### src/hw/rtl/pfd_pkg.sv
// Shared types, widths and helpers for the filtered-derivative PID step.
`timescale 1ns / 1ps
package pfd_pkg;

  localparam int DATA_W  = 32;
  localparam int TAU_W   = 31;
  localparam int DT_W    = 20;
  localparam int ADDR_W  = 5;
  localparam int MUL_W   = 34;
  localparam int PROD_W  = 68;
  localparam int NUM_W   = 52;
  localparam int MAG_W   = 51;
  localparam int DEN_W   = 33;
  localparam int REM_W   = 34;
  localparam int QUO_W   = 31;
  localparam int CNT_W   = 5;

  localparam logic [2:0] REG_GAIN_P  = 3'd0;
  localparam logic [2:0] REG_GAIN_I  = 3'd1;
  localparam logic [2:0] REG_GAIN_D  = 3'd2;
  localparam logic [2:0] REG_TAU     = 3'd3;
  localparam logic [2:0] REG_OUT_MIN = 3'd4;
  localparam logic [2:0] REG_OUT_MAX = 3'd5;
  localparam logic [2:0] REG_TARGET  = 3'd6;

  localparam logic signed [DATA_W-1:0] S32_MAX = 32'sh7fff_ffff;
  localparam logic signed [DATA_W-1:0] S32_MIN = 32'sh8000_0000;

  typedef struct packed {
    logic signed [DATA_W-1:0] gain_p;
    logic signed [DATA_W-1:0] gain_i;
    logic signed [DATA_W-1:0] gain_d;
    logic        [TAU_W-1:0]  filter_tau;
    logic signed [DATA_W-1:0] out_min;
    logic signed [DATA_W-1:0] out_max;
    logic signed [DATA_W-1:0] target;
  } cfg_t;

  typedef struct packed {
    logic             done;
    logic             ovf;
    logic [QUO_W-1:0] quo;
  } div_res_t;

  function automatic logic signed [DATA_W-1:0] sat32(input logic signed [PROD_W-1:0] x);
    logic signed [DATA_W-1:0] r;
    if (x > PROD_W'(S32_MAX)) begin
      r = S32_MAX;
    end else if (x < PROD_W'(S32_MIN)) begin
      r = S32_MIN;
    end else begin
      r = x[DATA_W-1:0];
    end
    return r;
  endfunction

endpackage

### src/hw/rtl/pfd_mul.sv
// Shared signed multiplier with registered product.
`timescale 1ns / 1ps
module pfd_mul (
  input  logic                                clk,
  input  logic signed [pfd_pkg::MUL_W-1:0]    a,
  input  logic signed [pfd_pkg::MUL_W-1:0]    b,
  output logic signed [pfd_pkg::PROD_W-1:0]   prod
);

  always_ff @(posedge clk) begin
    prod <= a * b;
  end

endmodule

### config.mk
export PLATFORM = sky130hd
export DESIGN_NAME = pfd_mul
export DESIGN_NICKNAME = d
export VERILOG_FILES = /design/src/hw/rtl/pfd_pkg.sv /design/src/hw/rtl/pfd_mul.sv
export SDC_FILE = /design/constraint.sdc
export NUM_CORES = 2
export LEC_CHECK = 0
export BUFFER_PORTS_ARGS = -buffer_cell sky130_fd_sc_hd__buf_4
export CORE_MARGIN = 2
export CORE_UTILIZATION = 60
export DETAILED_ROUTE_END_ITERATION = 16
export PLACE_DENSITY_LB_ADDON = 0.12
export SYNTH_ARGS = -nofsm -noshare
export SYNTH_HDL_FRONTEND = slang
export SYNTH_SLANG_ARGS = --single-unit
### constraint.sdc
create_clock -name clk -period 7.3 [get_ports clk]
set_input_delay 0.365 -clock clk [delete_from_list [all_inputs] [get_ports clk]]
set_output_delay 0.365 -clock clk [all_outputs]
set_load 0.02 [all_outputs]
==> impl_results.md <==
* Core ar. at 71,200 µm²
* Final setup fails at 0
* Footprint of the multi-input gates at 37,000 µm²
* Initial cell density of the core at 60.4%
* Cell Area, Synth at 43,000 µm²
* Post-DR vias/cell at 5.35
* Worst slack, placed at -0.962 ns
* Fin nets at 6,469
* Status: completed
* RSZ-0062 raised after global routing: true
* Hold WC Path Type: in2reg
* Final period utilization at 98.6%
* Initial antenna violation count at 3
* Commonest cells after routing, fill and taps aside: inv_1 (1,198), fa_1 (1,177), and2_1 (600), nand2_1 (537), buf_4 (476)
* I/O Buffers at 136
* Crit. End Element: flop
* Die height at 272 µm
* Total track usage at 35.2%
* DRT Pass-1 Iters at 5
* WP data arrival at 7.53 ns
* Root buf cell: clkbuf_16
* Global-route wire length before repair at 196,000 µm
* Syn_nets at 6,068
* Full die area at 73,900 µm²
* Top flop regs: prod (68)
* Register area share after synthesis at 3.16%
* Final Core Density at 70.3%
* Peak Freq at 139 MHz
* Startpoint types: primary input
* Routed len/inst at 20.8 µm
* Post-route minimum period at 7.20 ns
* Area grow syn2layout at 16.5%
* Max-slew headroom at 61.0%
* DR iter-0 viols at 2,108
* Ports at 137
* Sink Count at 68
* DP HPWL at 106,000 µm
* Cell Rows at 98
* Slew Limit Fails at 0
* Critical setup path kind: in2reg
* CTS tree: yes
* Mapped Cells at 4,554
* DRT antenna net count at 0
* Largest net degree at the start of global routing at 31
* Main synth FF type: dfxtp_1
* Clk slew on worst S/H paths at 0.07 ns
* Async S/R FF share, synth at 0%
* Synth cell types at 69
* Total gr overflow at 0
* Filler cells at 5,479
* Critical Path Source: b[1]
* Reg area at 1360 µm²
* Yosys reg bits at 68
* Syn Area/Cell at 9.45 µm²
* Placer Congestion at 0.926
* Most common cell after layout, fill and taps aside: inv_1
* Last element of the critical path: prod[64]
* Area leader, netlist: fa_1
* Share of the synthesized area in the top cell type at 57.7%
* CTS Buf Count at 9
* # hold bufs at CTS at 0
* Max reg flops at 68
* Sum Neg Setup Slack at 0 ns
* Post-synth EDFFs at 0
* Crit path max fanout at 12
* Total number of vias at 31,700
* Via count of the first global-routing pass at 35,300
* Die Span X at 272 µm
* WL final at 123,000 µm
* # H-tree levels at 3
* CTS Buffer Depth at 2
* Slew at the pin closest to its max-slew limit at 0.582 ns
* Cell total after placement at 5,864
* Final WS setup at 0.101 ns
* Layout cells sized above 1 at 17.3%
* YS warnings at 0
* Final Hold Fails at 0
* Post-Layout Cell Count at 5,913
* Maxcap violations at 0
* Ranking of synthesized cells by area: fa_1 (58%), inv_1 (11%), and2_1 (9.0%)
* Drc violations at 0
* Biggest register: prod
* WP data required at 7.63 ns
==> Yosys cell counts, types with 3 or more instances <==
| library cell | number |
|---|---|
| o41ai_1 | 3 |
| a21o_1 | 37 |
| a221oi_1 | 3 |
| o21ai_1 | 7 |
| ha_1 | 204 |
| nor2b_1 | 9 |
| a31oi_1 | 7 |
| inv_1 | 1231 |
| nand4_1 | 11 |
| o21bai_1 | 12 |
| fa_1 | 1241 |
| a21oi_1 | 61 |
| and2_1 | 621 |
| a211oi_1 | 6 |
| nor2_1 | 54 |
| or2_2 | 4 |
| clkbuf_1 | 214 |
| nand2_1 | 542 |
| xor2_1 | 23 |
| o211ai_1 | 3 |
| nor3_1 | 5 |
| dfxtp_1 | 68 |
| nand3_1 | 11 |
| o21a_1 | 4 |
| xnor2_1 | 56 |
| o41ai_2 | 3 |
| and3_2 | 3 |
| o21ai_0 | 31 |
| nand2b_1 | 20 |
| buf_4 | 4 |
| and3_1 | 5 |
==> area by class of cell <==
type / instances / share of cell area [%]
inverters: 1232 / 9.23
repair buffers: 618 / 11.3
diodes: 3 / 0.0150
flip-flops and latches: 68 / 2.72
clock buffers: 9 / 0.449
clock inverters: 7 / 0.165
multi-input cells: 3026 / 73.8
well taps: 950 / 2.37
==> cells by family (layout without fill, tap and decap cells) <==
group,count (synthesis),count (layout),synth area share (%)
DFF,68,68,3.16
other,0,3,0
adders and majority gates,1445,1445,63.7
buffers and inverters,1460,1866,12.8
xor gates and xnor gates,79,79,1.61
AOI/OAI and AO/OA,206,206,3.35
and+or+nand+nor,1296,1296,15.4
==> worst max-delay path: stages <==
cell	delay, ns
buf_16	0.13
buf_4	0.14
and2_4	0.15
fa_1	0.55
inv_2	0.04
fa_1	0.53
inv_1	0.05
fa_1	0.49
inv_2	0.04
fa_1	0.47
fa_2	0.58
inv_1	0.05
fa_2	0.33
fa_1	0.51
inv_1	0.05
fa_1	0.52
inv_2	0.05
ha_4	0.21
a2111o_1	0.41
a31oi_2	0.18
o41ai_2	0.12
a21o_1	0.16
nand2_1	0.07
nand4b_1	0.32
a21bo_2	0.37
a21o_1	0.23
a311oi_2	0.24
xnor2_1	0.14
==> metrics by stage <==
| step | instance area [µm²] | hold slack [ns] |
|---|---|---|
| after CTS | 48900 | 0.499 |
| after global routing | 50100 | 0.530 |
| final | 50100 | 0.513 |
| after detailed placement | 48000 | 0.776 |
| after floorplan | 43000 | 0.492 |
| after global placement | 48000 | 0.776 |
==> worst min path at each step <==
stage / from / end / slack, ns / cells past startpoint
after floorplan: a[0] / prod[0] / 0.49 / 1
after global placement: prod[58] / prod[58] / 0.78 / 1
after detailed placement: prod[21] / prod[21] / 0.78 / 1
after CTS: b[1] / prod[1] / 0.50 / 3
after global routing: b[1] / prod[1] / 0.53 / 3
final: b[1] / prod[1] / 0.51 / 3
==> per-layer routing <==
metal	track usage [%]	vias up	share of wire, %
met1	44.3	16500	37
met4	19.5	0	6.8
met3	6.00	350	6.9
met5	0	-	0
li1	-	13600	-
met2	58.3	1208	49
==> repair_timing <==
action                                 in CTS  in global routing
pin swaps                                  68                168
gates cloned                                1                  8
setup buffers                              10                 16
resized for setup                         137                253
setup endpoints to repair                  27                 29
endpoints found under the hold margin       0                  0
Power is not shown: default switching activity piles up to over one toggle a cycle in this logic, so the estimate is an artifact.
