<file path="src/hw/rtl/pfd_pkg.sv">
// Shared types, widths and helpers for the filtered-derivative PID step.
`timescale 1ns / 1ps
package pfd_pkg;

  localparam int DATA_W  = 32;
  localparam int TAU_W   = 31;
  localparam int DT_W    = 20;
  localparam int ADDR_W  = 5;
  localparam int MUL_W   = 34;
  localparam int PROD_W  = 68;
  localparam int NUM_W   = 52;
  localparam int MAG_W   = 51;
  localparam int DEN_W   = 33;
  localparam int REM_W   = 34;
  localparam int QUO_W   = 31;
  localparam int CNT_W   = 5;

  localparam logic [2:0] REG_GAIN_P  = 3'd0;
  localparam logic [2:0] REG_GAIN_I  = 3'd1;
  localparam logic [2:0] REG_GAIN_D  = 3'd2;
  localparam logic [2:0] REG_TAU     = 3'd3;
  localparam logic [2:0] REG_OUT_MIN = 3'd4;
  localparam logic [2:0] REG_OUT_MAX = 3'd5;
  localparam logic [2:0] REG_TARGET  = 3'd6;

  localparam logic signed [DATA_W-1:0] S32_MAX = 32'sh7fff_ffff;
  localparam logic signed [DATA_W-1:0] S32_MIN = 32'sh8000_0000;

  typedef struct packed {
    logic signed [DATA_W-1:0] gain_p;
    logic signed [DATA_W-1:0] gain_i;
    logic signed [DATA_W-1:0] gain_d;
    logic        [TAU_W-1:0]  filter_tau;
    logic signed [DATA_W-1:0] out_min;
    logic signed [DATA_W-1:0] out_max;
    logic signed [DATA_W-1:0] target;
  } cfg_t;

  typedef struct packed {
    logic             done;
    logic             ovf;
    logic [QUO_W-1:0] quo;
  } div_res_t;

  function automatic logic signed [DATA_W-1:0] sat32(input logic signed [PROD_W-1:0] x);
    logic signed [DATA_W-1:0] r;
    if (x > PROD_W'(S32_MAX)) begin
      r = S32_MAX;
    end else if (x < PROD_W'(S32_MIN)) begin
      r = S32_MIN;
    end else begin
      r = x[DATA_W-1:0];
    end
    return r;
  endfunction

endpackage

</file>
<file path="src/hw/rtl/pfd_cfg.sv">
// APB-style register file holding gains, filter constant, limits and setpoint.
`timescale 1ns / 1ps
module pfd_cfg (
  input  logic                          clk,
  input  logic                          rst,
  input  logic                          psel,
  input  logic                          penable,
  input  logic                          pwrite,
  input  logic [pfd_pkg::ADDR_W-1:0]    paddr,
  input  logic [pfd_pkg::DATA_W-1:0]    pwdata,
  output logic [pfd_pkg::DATA_W-1:0]    prdata,
  output logic                          pready,
  output pfd_pkg::cfg_t                 cfg
);

  logic [2:0] idx;
  logic       wr;

  assign idx    = paddr[4:2];
  assign wr     = psel && penable && pwrite;
  assign pready = 1'b1;

  always_ff @(posedge clk) begin
    if (rst) begin
      cfg <= '0;
    end else if (wr) begin
      case (idx)
        pfd_pkg::REG_GAIN_P:  cfg.gain_p     <= pwdata;
        pfd_pkg::REG_GAIN_I:  cfg.gain_i     <= pwdata;
        pfd_pkg::REG_GAIN_D:  cfg.gain_d     <= pwdata;
        pfd_pkg::REG_TAU:     cfg.filter_tau <= pwdata[pfd_pkg::TAU_W-1:0];
        pfd_pkg::REG_OUT_MIN: cfg.out_min    <= pwdata;
        pfd_pkg::REG_OUT_MAX: cfg.out_max    <= pwdata;
        pfd_pkg::REG_TARGET:  cfg.target     <= pwdata;
        default: ;
      endcase
    end
  end

  always_comb begin
    case (idx)
      pfd_pkg::REG_GAIN_P:  prdata = cfg.gain_p;
      pfd_pkg::REG_GAIN_I:  prdata = cfg.gain_i;
      pfd_pkg::REG_GAIN_D:  prdata = cfg.gain_d;
      pfd_pkg::REG_TAU:     prdata = {1'b0, cfg.filter_tau};
      pfd_pkg::REG_OUT_MIN: prdata = cfg.out_min;
      pfd_pkg::REG_OUT_MAX: prdata = cfg.out_max;
      pfd_pkg::REG_TARGET:  prdata = cfg.target;
      default:              prdata = '0;
    endcase
  end

endmodule

</file>
<file path="config.mk">
export PLATFORM = sky130hd
export DESIGN_NAME = pfd_cfg
export DESIGN_NICKNAME = d
export VERILOG_FILES = /design/src/hw/rtl/pfd_pkg.sv /design/src/hw/rtl/pfd_cfg.sv
export SDC_FILE = /design/constraint.sdc
export NUM_CORES = 1
export LEC_CHECK = 0
export ABC_AREA = 1
export BUFFER_PORTS_ARGS = -buffer_cell sky130_fd_sc_hd__buf_4
export CAP_MARGIN = 20
export CORE_MARGIN = 10
export CORE_UTILIZATION = 35
export CTS_BUF_LIST = sky130_fd_sc_hd__clkbuf_16
export CTS_CLUSTER_SIZE = 8
export DETAILED_ROUTE_END_ITERATION = 7
export SLEW_MARGIN = 10
export SYNTH_ARGS = -nofsm -noshare
export SYNTH_HDL_FRONTEND = slang
export SYNTH_SLANG_ARGS = --single-unit
export TNS_END_PERCENT = 50
</file>
<file path="constraint.sdc">
create_clock -name clk -period 1.6 [get_ports clk]
set_input_delay 0.32 -clock clk [delete_from_list [all_inputs] [get_ports clk]]
set_output_delay 0.32 -clock clk [all_outputs]
set_load 0.1 [all_outputs]
</file>
==> results.sh <==
export IMPL_yosysMostFrequentCell="nor2_1"
export IMPL_cp_top_family="simple AND/OR/NAND/NOR gates"
export IMPL_die_h_um=198
export IMPL_nFillCells=3015
export IMPL_p_leak_nw=7.79
export IMPL_largest_reg_flops=223
export IMPL_holdBufCountCts=0
export IMPL_status="finished with violations"
export IMPL_clk_path_buf_depth=3
export IMPL_yosysSeqAreaShare_pct=40.3
export IMPL_drv_slew=0
export IMPL_wire_per_inst_um=19.1
export IMPL_syn_num_nets=1800
export IMPL_violations="negative setup slack"
export IMPL_grt_setup_unrepaired="yes"
export IMPL_layout_min_cycle_time_ns=1.82
export IMPL_reg_top3="cfg (223)"
export IMPL_vias_per_cell=5.02
export IMPL_io_buffers=294
export IMPL_top_register="cfg"
export IMPL_worst_r2r_path_depth=4
export IMPL_cp_max_fo=3
export IMPL_ir_worst_vdd_mv=0.813
export IMPL_synth_avg_cell_area_um2=6.30
export IMPL_post_route_period_util_pct=114
export IMPL_rrSetupSlack_ns=0.81
export IMPL_hpwlAfterDp_mm=33.4
export IMPL_ys_flop_type="dfxtp_1"
export IMPL_rows=65
export IMPL_netlist_area_um2=11100
export IMPL_synth_async_reset_ratio_pct=0
export IMPL_clk_latency_ns=0.54
export IMPL_crit_path_end_kind="primary output"
export IMPL_grtUsageTotal_pct=22.9
export IMPL_fin_skew_ns=0
export IMPL_overflow=0
export IMPL_syn_to_final_growth_pct=54.8
export IMPL_antenna_cells=0
export IMPL_arrival_ns=1.50
export IMPL_grt_pass1_vias=11505
export IMPL_antenna_found_initial=0
export IMPL_first_iter_violations=1091
export IMPL_vias=12478
export IMPL_io_pins=298
export IMPL_gp_congestion=0.905
export IMPL_core_area_um2=31400
export IMPL_cts_tree="done"
export IMPL_critPathMaxStageDelay_ns=0.32
export IMPL_tns_ns=-5.24
export IMPL_ant_nets=0
export IMPL_die_w_um=198
export IMPL_post_place_ws_ns=-0.312
export IMPL_drv_cap=0
export IMPL_hold_depth=4
export IMPL_h_tree_depth=1
export IMPL_yosysWarnings=0
export IMPL_clockRootBuffer="clkbuf_16"
export IMPL_synth_cell_type_count=19
export IMPL_dieArea_um2=39100
export IMPL_synth_edff_count=0
export IMPL_start_kind="register"
export IMPL_crit_cells=5
export IMPL_drc=0
export IMPL_critPathKind="reg -> out"
export IMPL_fin_nets=2129
export IMPL_critPathRequiredTime_ns=1.28
export IMPL_critPathSlowestCell="dfxtp_2"
export IMPL_setup_ws_ns=-0.218
export IMPL_power_density_nw_per_um2=790
export IMPL_cts_buffers=31
export IMPL_setup_viol=32
export IMPL_synth_seq_cells=223
export IMPL_firstDrtPassIters=6
export IMPL_synth_area_leaders="dfxtp_1, nor2_1, nand2_1"
export IMPL_grt_pass1_wl_mm=70.3
export IMPL_path_clk_slew_ns=0.05
export IMPL_synth_area_leader_cell="dfxtp_1"
export IMPL_drive_above_1_share_pct=42.5
export IMPL_crit_buf_inv=1
export IMPL_drt_wl_total_mm=47.6
export IMPL_ys_top_cells_by_count="nor2_1, nand2_1, dfxtp_1"
export IMPL_synth_top_area_share_pct=40.3
export IMPL_max_freq_mhz=550
export IMPL_initial_core_util_pct=35.3
export IMPL_hold_class="in -> reg"
export IMPL_hold_viol_final=0
export IMPL_cp_cell_sequence="nand4_1 > nand2_2 > nor2_4 > nand2_4 > buf_12"
export IMPL_grt_max_degree=58
export IMPL_clkSinkCount=223
export IMPL_synth_cells=1758
-- path summary, 6_finish.rpt --
kind            start          to
min               rst     cfg[26]
max           cfg[13]  prdata[13]
min reg2reg  cfg[127]    cfg[127]
max reg2reg  cfg[186]    cfg[186]
-- what timing repair did --
item / 4_1_cts / 5_1_grt
setup buffers: 41 / 15
endpoints found under the setup margin: 32 / 51
cloned: 1 / 4
gates resized for setup: 192 / 121
pin swaps: 86 / 57
-- logic make-up (layout without fill, tap and decap cells) --
logic type	after synthesis	count (layout)	share of synthesized area (%)
and+or+nand+nor	1331	1331	50.1
buffers and inverters	203	531	9.54
other	1	1	0.0339
DFF	223	223	40.3
-- worst min-delay path, stage by stage --
cell and delay [ns]:
buf_4 0.10, inv_6 0.09, nand2_1 0.09, nor2_1 0.03
-- layer usage --
layer  track usage, %  part of all wire (%)  vias to the layer above
met2             34.3                    43                      448
met4             6.49                   3.1                        0
li1                 -                     -                     6173
met5                0                     0                        -
met1             32.1                    45                     5782
met3             4.97                   8.1                       75
-- layout by cell type, fill, tap and decap left out, types with 34 or more instances in the layout --
cell	n
buf_6	51
nand2_2	60
buf_12	71
nand4_1	95
clkbuf_16	34
inv_1	64
dfxtp_2	220
nand3_1	178
nor2_4	43
buf_4	302
nor2_2	40
nand2_1	393
nor2_1	469
-- power breakdown --
| part | total, mW | internal [mW] | switching (mW) |
|---|---|---|---|
| logic | 2.12 | 0.616 | 1.51 |
| clock network | 5.71 | 3.35 | 2.35 |
| registers | 5.70 | 5.64 | 0.0624 |
| total | 13.5 | 9.61 | 3.92 |
-- final cells by class --
type	count	area, um^2	share of cell area, %
repair buffers	430	4400	25.7
flip-flops and latches	223	4750	27.7
clock buffers	31	776	4.53
well taps	402	503	2.94
clock inverters	1	3.75	0.0219
inverters	69	273	1.59
multi-input cells	1332	6430	37.5
-- stage by stage --
step                      hold WS [ns]  total power, mW  util (%)  instance area (um^2)  cells
after floorplan                  0.581             7.15         -                 11800   1758
after global placement           0.468             7.75      46.6                 14600   2395
after detailed placement         0.478             7.77      46.6                 14600   2395
after CTS                        0.114             13.5      52.6                 16500   2469
after global routing             0.132             14.0      54.6                 17100   2488
final                            0.139             13.5      54.6                 17100   2488
No activity file was read; power rests on OpenSTA's default activity.
