### config.mk
export PLATFORM = sky130hd
export DESIGN_NAME = pfd_div
export DESIGN_NICKNAME = d
export VERILOG_FILES = /design/src/hw/rtl/pfd_pkg.sv /design/src/hw/rtl/pfd_div.sv
export SDC_FILE = /design/constraint.sdc
export NUM_CORES = 1
export LEC_CHECK = 0
export ABC_CLOCK_PERIOD_IN_PS = 8420
export BUFFER_PORTS_ARGS = -buffer_cell sky130_fd_sc_hd__buf_2
export CORE_MARGIN = 5
export CORE_UTILIZATION = 35
export DETAILED_ROUTE_END_ITERATION = 8
export PLACE_DENSITY = 0.65
export SETUP_SLACK_MARGIN = 0.3
export SLEW_MARGIN = 20
export SYNTH_ARGS = -nofsm -noshare
export SYNTH_HDL_FRONTEND = slang
export SYNTH_SLANG_ARGS = --single-unit
export TNS_END_PERCENT = 30
### constraint.sdc
create_clock -name clk -period 8.42 [get_ports clk]
set_input_delay 0.842 -clock clk [delete_from_list [all_inputs] [get_ports clk]]
set_output_delay 0.842 -clock clk [all_outputs]
set_load 0.02 [all_outputs]
### src/hw/rtl/pfd_pkg.sv
// Shared types, widths and helpers for the filtered-derivative PID step.
`timescale 1ns / 1ps
package pfd_pkg;

  localparam int DATA_W  = 32;
  localparam int TAU_W   = 31;
  localparam int DT_W    = 20;
  localparam int ADDR_W  = 5;
  localparam int MUL_W   = 34;
  localparam int PROD_W  = 68;
  localparam int NUM_W   = 52;
  localparam int MAG_W   = 51;
  localparam int DEN_W   = 33;
  localparam int REM_W   = 34;
  localparam int QUO_W   = 31;
  localparam int CNT_W   = 5;

  localparam logic [2:0] REG_GAIN_P  = 3'd0;
  localparam logic [2:0] REG_GAIN_I  = 3'd1;
  localparam logic [2:0] REG_GAIN_D  = 3'd2;
  localparam logic [2:0] REG_TAU     = 3'd3;
  localparam logic [2:0] REG_OUT_MIN = 3'd4;
  localparam logic [2:0] REG_OUT_MAX = 3'd5;
  localparam logic [2:0] REG_TARGET  = 3'd6;

  localparam logic signed [DATA_W-1:0] S32_MAX = 32'sh7fff_ffff;
  localparam logic signed [DATA_W-1:0] S32_MIN = 32'sh8000_0000;

  typedef struct packed {
    logic signed [DATA_W-1:0] gain_p;
    logic signed [DATA_W-1:0] gain_i;
    logic signed [DATA_W-1:0] gain_d;
    logic        [TAU_W-1:0]  filter_tau;
    logic signed [DATA_W-1:0] out_min;
    logic signed [DATA_W-1:0] out_max;
    logic signed [DATA_W-1:0] target;
  } cfg_t;

  typedef struct packed {
    logic             done;
    logic             ovf;
    logic [QUO_W-1:0] quo;
  } div_res_t;

  function automatic logic signed [DATA_W-1:0] sat32(input logic signed [PROD_W-1:0] x);
    logic signed [DATA_W-1:0] r;
    if (x > PROD_W'(S32_MAX)) begin
      r = S32_MAX;
    end else if (x < PROD_W'(S32_MIN)) begin
      r = S32_MIN;
    end else begin
      r = x[DATA_W-1:0];
    end
    return r;
  endfunction

endpackage

### src/hw/rtl/pfd_div.sv
// Serial restoring divider: floor(mag * 2^16 / den) with overflow at 2^31.
`timescale 1ns / 1ps
module pfd_div (
  input  logic                          clk,
  input  logic                          rst,
  input  logic                          start,
  input  logic [pfd_pkg::MAG_W-1:0]     mag,
  input  logic [pfd_pkg::DEN_W-1:0]     den,
  output pfd_pkg::div_res_t             res
);

  logic [pfd_pkg::REM_W-1:0] rem;
  logic [pfd_pkg::QUO_W-1:0] bits;
  logic [pfd_pkg::QUO_W-1:0] quo;
  logic [pfd_pkg::CNT_W-1:0] cnt;
  logic                      busy;
  logic                      done;
  logic                      ovf;
  logic [pfd_pkg::REM_W-1:0] trial;
  logic                      fits;
  logic                      ovf_now;
  logic                      last_step;

  assign ovf_now   = mag >= {3'b000, den, 15'b0};
  assign trial     = {rem[pfd_pkg::REM_W-2:0], bits[pfd_pkg::QUO_W-1]};
  assign fits      = trial >= {1'b0, den};
  assign last_step = busy && (cnt == pfd_pkg::CNT_W'(1));
  assign res       = {done, ovf, quo};

  always_ff @(posedge clk) begin
    if (rst) begin
      busy <= 1'b0;
      done <= 1'b0;
      ovf  <= 1'b0;
    end else begin
      done <= start ? ovf_now : last_step;
      if (start) begin
        ovf  <= ovf_now;
        busy <= !ovf_now;
      end else if (last_step) begin
        busy <= 1'b0;
      end
    end
  end

  always_ff @(posedge clk) begin
    if (start) begin
      rem  <= mag[48:15];
      bits <= {mag[14:0], 16'b0};
      cnt  <= pfd_pkg::CNT_W'(pfd_pkg::QUO_W);
    end else if (busy) begin
      rem  <= fits ? (trial - {1'b0, den}) : trial;
      bits <= {bits[pfd_pkg::QUO_W-2:0], 1'b0};
      quo  <= {quo[pfd_pkg::QUO_W-2:0], fits};
      cnt  <= cnt - pfd_pkg::CNT_W'(1);
    end
  end

endmodule

==> reports/summary.md <==
The path class of the tightest hold or removal check is reg2reg. The run gives 12,600 um as the HPWL after detailed placement. The post-detailed-route wirelength per cell is 16.5 um. The tools report the start of the worst register-to-register path as bits[30]. Counting flops and latches in the post-synthesis netlist gives 87. For the via count of the first global-routing pass, the log shows 5,092. The clock buffer count from CTS was 9; the core region area was 18,100 sq um.

Before CTS, the worst setup slack after placement is 3780 ps. Setup repair after global routing left no endpoint under its margin. The fraction of layout cells with a size suffix above 1 was 27.0%; the wire length of the first global-routing pass was 26,300 um. The run finished with clean final reports. The cell area that synthesis handed to floorplanning was 6510 sq um.

The logs give 0 for the number of gates resized after CTS and 350 ps for the clock insertion delay at the later pin of the skew report. The run gives 38.9% as the sequential-to-total area share from yosys stat. The starting density of the core came out at 35.9%. In this run the post-CTS setup repair buffer count came out at 0. In this run the deepest clock path goes through 2 buffers. Root cell of the clock tree: clkbuf_16. The horizontal extent of the die is 146 um. Power spread over the standard cell area amounts to 192 nW/um^2. For the I/O pin count, the log shows 120. The leakage dissipation is 3.25 nW. Across all layers, the routed design uses 5,135 vias. The reg-to-reg endpoint was rem[12]. Global routing consumed, on the met2 layer, 24.1% of the routing resources.

The clock slew at the register clock pins of the worst setup and hold paths works out to 70 ps. Among all stages on the critical path, the largest delay is contributed by and2_1. For the all-layer global routing usage, the log shows 15.0%. Relative to the synthesized area, the layout overhead comes to 16.1%.

The run gives 0 as the post-detailed-route DRC marker count. Wires add up to 16,100 um. Number of rows in the core area: 49.

The tools report the post-route clock skew as 6.29 ps. The worst hold path terminates at quo[16]. Dividing the final minimum period by the clock period gives 51.1%. The final worst-path setup slack is 4120 ps. Counting flops with a built-in enable in the synthesized netlist gives 79.

The pin count of the biggest net entering global routing was 77; the area of the die was 21,400 sq um. Summed over all failing endpoints, the final setup total negative slack is 0 ps. The run gives 4250 ps as the register-to-register setup slack. Setup violations remaining at the end of the flow were counted as 0. The run gives 895 as the net total in the final layout.

The worst setup path is of the in2reg kind. Using the TritonRoute via totals, the vias-per-cell ratio works out to 5.27. Static timing analysis puts the maximum clock frequency at 233 MHz.

The run gives 0 as the count of maximum capacitance violations. The run gives 0.00145 W as the final total power. The hold-critical path depth works out to 0.

Kind of end point of the critical path: a flop. The tools report the number of filler instances in the final layout as 1,811. The run gives 3 as the H-tree level count. For the headroom to the max-slew limit, the log shows 42.4%. The length of the first detailed-routing pass in iterations was 5. The initial antenna violation count was 0; the worst-case reg-to-reg path depth was 13. The Yosys step of the flow raised 0 warnings. Counting tap cells, the placed design contains a total of 957 instances. The shortest period the worst path allows is 4300 ps. The fraction of registers with async set or reset after synthesis is 0%, and the final-report hold violation count is 0. The vertical extent of the die is 146 um, and the overflow left after global routing is 0.

Synthesis instantiated 61 different standard cells from the library. For the post-route antenna net violation count, the log shows 0. The count of buffers inserted at the top-level ports is 119, and the mean instance size in the synthesized netlist is 10.3 sq um. Met3 demand-to-capacity share in global routing: 2.82%.

Fraction of the core area covered by cells at the end of the flow: 41.6%. The most critical setup path has its startpoint at den[0]. At the pin with the least slew margin, the transition time is 863 ps. For the non-filler instance count after layout, the log shows 974.

TritonCTS built the clock tree. Synthesis produced 632 cells. The startpoint identified for the worst hold timing path is quo[15].

For this design, the sink count on the clock tree is 87. The delay of the slowest critical-path stage is 640 ps, and the peak fanout along the critical path is 26. For the quantity of hold-fixing buffers added after cts, the log shows 0. At the end of routability-driven placement, the weighted congestion stood at 0.864. The critical path goes through buf_2 -> ha_1 -> inv_1 -> fa_1 -> a21o_1 -> a221o_1 -> a22oi_2 -> a21oi_1 -> o21bai_2 -> and2_1 -> inv_4 -> mux2_4 -> mux2_2.

The dominant register cell in the synthesized netlist was edfxtp_1. At the worst endpoint, the arrival time is 4400 ps. Across the VDD grid, the largest voltage drop is 0.000107 V. Busiest layer in global routing: met2. The run gives 0 as the count of final max-slew check failures. The met1 demand-to-capacity share in global routing is 20.7%, and the first-iteration detailed-routing DRC count is 401. The tools report the data required time at the worst endpoint as 8520 ps. The nature of the critical path startpoint is an input pin. Counting every net in the synthesized netlist gives 788.
## worst max-delay path by stage
stage | endpoint | slack, ps | cells past startpoint
after floorplan | rem[12] | 4650 | 14
after global placement | rem[13] | 3920 | 13
after detailed placement | rem[12] | 3780 | 13
after CTS | rem[12] | 4150 | 13
after global routing | rem[18] | 3960 | 13
final | rem[12] | 4120 | 13
## critical path: cells and delay by family
kind / cells / cell delay [ps]
compound gates: 5 / 1230
fa+ha+maj: 2 / 560
buf+inv: 3 / 480
mux: 2 / 640
simple gates: 1 / 640
## area by class of cell
type,instances,area [sq um],share of cell area [%]
Multi-Input combinational cell,469,3650,48.3
Sequential cell,87,2530,33.5
Timing Repair Buffer,122,618,8.18
Tap cell,229,287,3.79
Clock buffer,9,225,2.98
Inverter,50,190,2.52
Clock inverter,7,48.8,0.646
Antenna cell,1,2.50,0.0331
## power breakdown
group	internal, W	leakage, nW	total, W	switching [W]
logic	0.000249	2.30	0.000535	0.000286
clock network	0.000200	0.136	0.000372	0.000172
registers	0.000520	0.816	0.000539	0.0000199
## metal layers
metal / up-vias / part of all wire (%) / routed length, um
met4: 0 / 1.6 / 252
li1: 2584 / - / -
met3: 17 / 4.6 / 733
met5: - / 0 / 0
met1: 2408 / 48 / 7760
met2: 126 / 46 / 7330
## flip-flops by register name, indices dropped and copies added (netlist names)
name	flops
rem	33
quo	31
bits	15
cnt	5
busy	1
done	1
ovf	1
## synth_stat cells (3+ instances only)
cell | n | share of area (%)
a211oi_1 | 4 | 0.46
a21o_1 | 24 | 2.8
a21oi_1 | 50 | 3.8
a221o_1 | 7 | 1.1
a221oi_1 | 3 | 0.40
and2_1 | 5 | 0.48
buf_2 | 8 | 0.62
buf_4 | 4 | 0.46
clkbuf_1 | 10 | 0.58
dfxtp_1 | 8 | 2.5
edfxtp_1 | 79 | 36
ha_1 | 68 | 13
inv_1 | 49 | 2.8
mux2_2 | 40 | 6.9
mux2_4 | 8 | 1.8
nand2_1 | 33 | 1.9
nand2b_1 | 9 | 0.87
nand3_1 | 20 | 1.5
nand4_1 | 16 | 1.5
nor2_1 | 24 | 1.4
nor2b_1 | 9 | 0.87
nor3_1 | 13 | 1.0
nor3b_1 | 6 | 0.69
nor4_1 | 7 | 0.67
nor4b_1 | 4 | 0.54
o211ai_1 | 8 | 0.92
o21a_1 | 8 | 0.92
o21ai_0 | 25 | 1.9
o21bai_1 | 6 | 0.69
o31a_1 | 3 | 0.40
o31ai_1 | 4 | 0.46
or2_2 | 6 | 0.58
xnor2_1 | 20 | 2.7
xor2_1 | 8 | 1.1
## placed cells by master (no fill, tap or decap), types with 5 or more instances in the layout
cell	n
nor2_1	24
xnor2_1	20
edfxtp_1	79
nor3_1	13
mux2_4	8
inv_1	49
and2_1	5
nand2b_1	9
a221o_1	7
ha_1	68
mux2_2	40
or2_2	6
o21ai_0	25
nand2_1	33
o211ai_1	8
dfxtp_1	8
a21oi_1	50
nor4_1	7
nand3_1	20
nor3b_1	6
o21bai_1	6
nor2b_1	8
o21a_1	8
a21o_1	24
xor2_1	8
buf_2	119
clkbuf_16	9
nand4_1	16
## per-stage QoR
step,hold slack [ps],cell area (sq um)
2_1_floorplan,469,6510
3_3_place_gp,426,7280
3_5_place_dp,428,7280
4_1_cts,444,7550
5_1_grt,447,7550
6_report,445,7550
## kinds of logic (layout without fill, tap and decap cells)
kind of cell | after synthesis | count (layout) | share of synthesized area [%]
buffers and inverters | 76 | 188 | 5.04
AOI/OAI and AO/OA | 161 | 161 | 16.7
muxes | 50 | 50 | 9.08
DFF | 87 | 87 | 38.9
and+or+nand+nor | 161 | 161 | 13.1
adders and majority gates | 69 | 69 | 13.4
other | 0 | 1 | 0
xor gates and xnor gates | 28 | 28 | 3.77
Power figures use the tool's default switching activity.
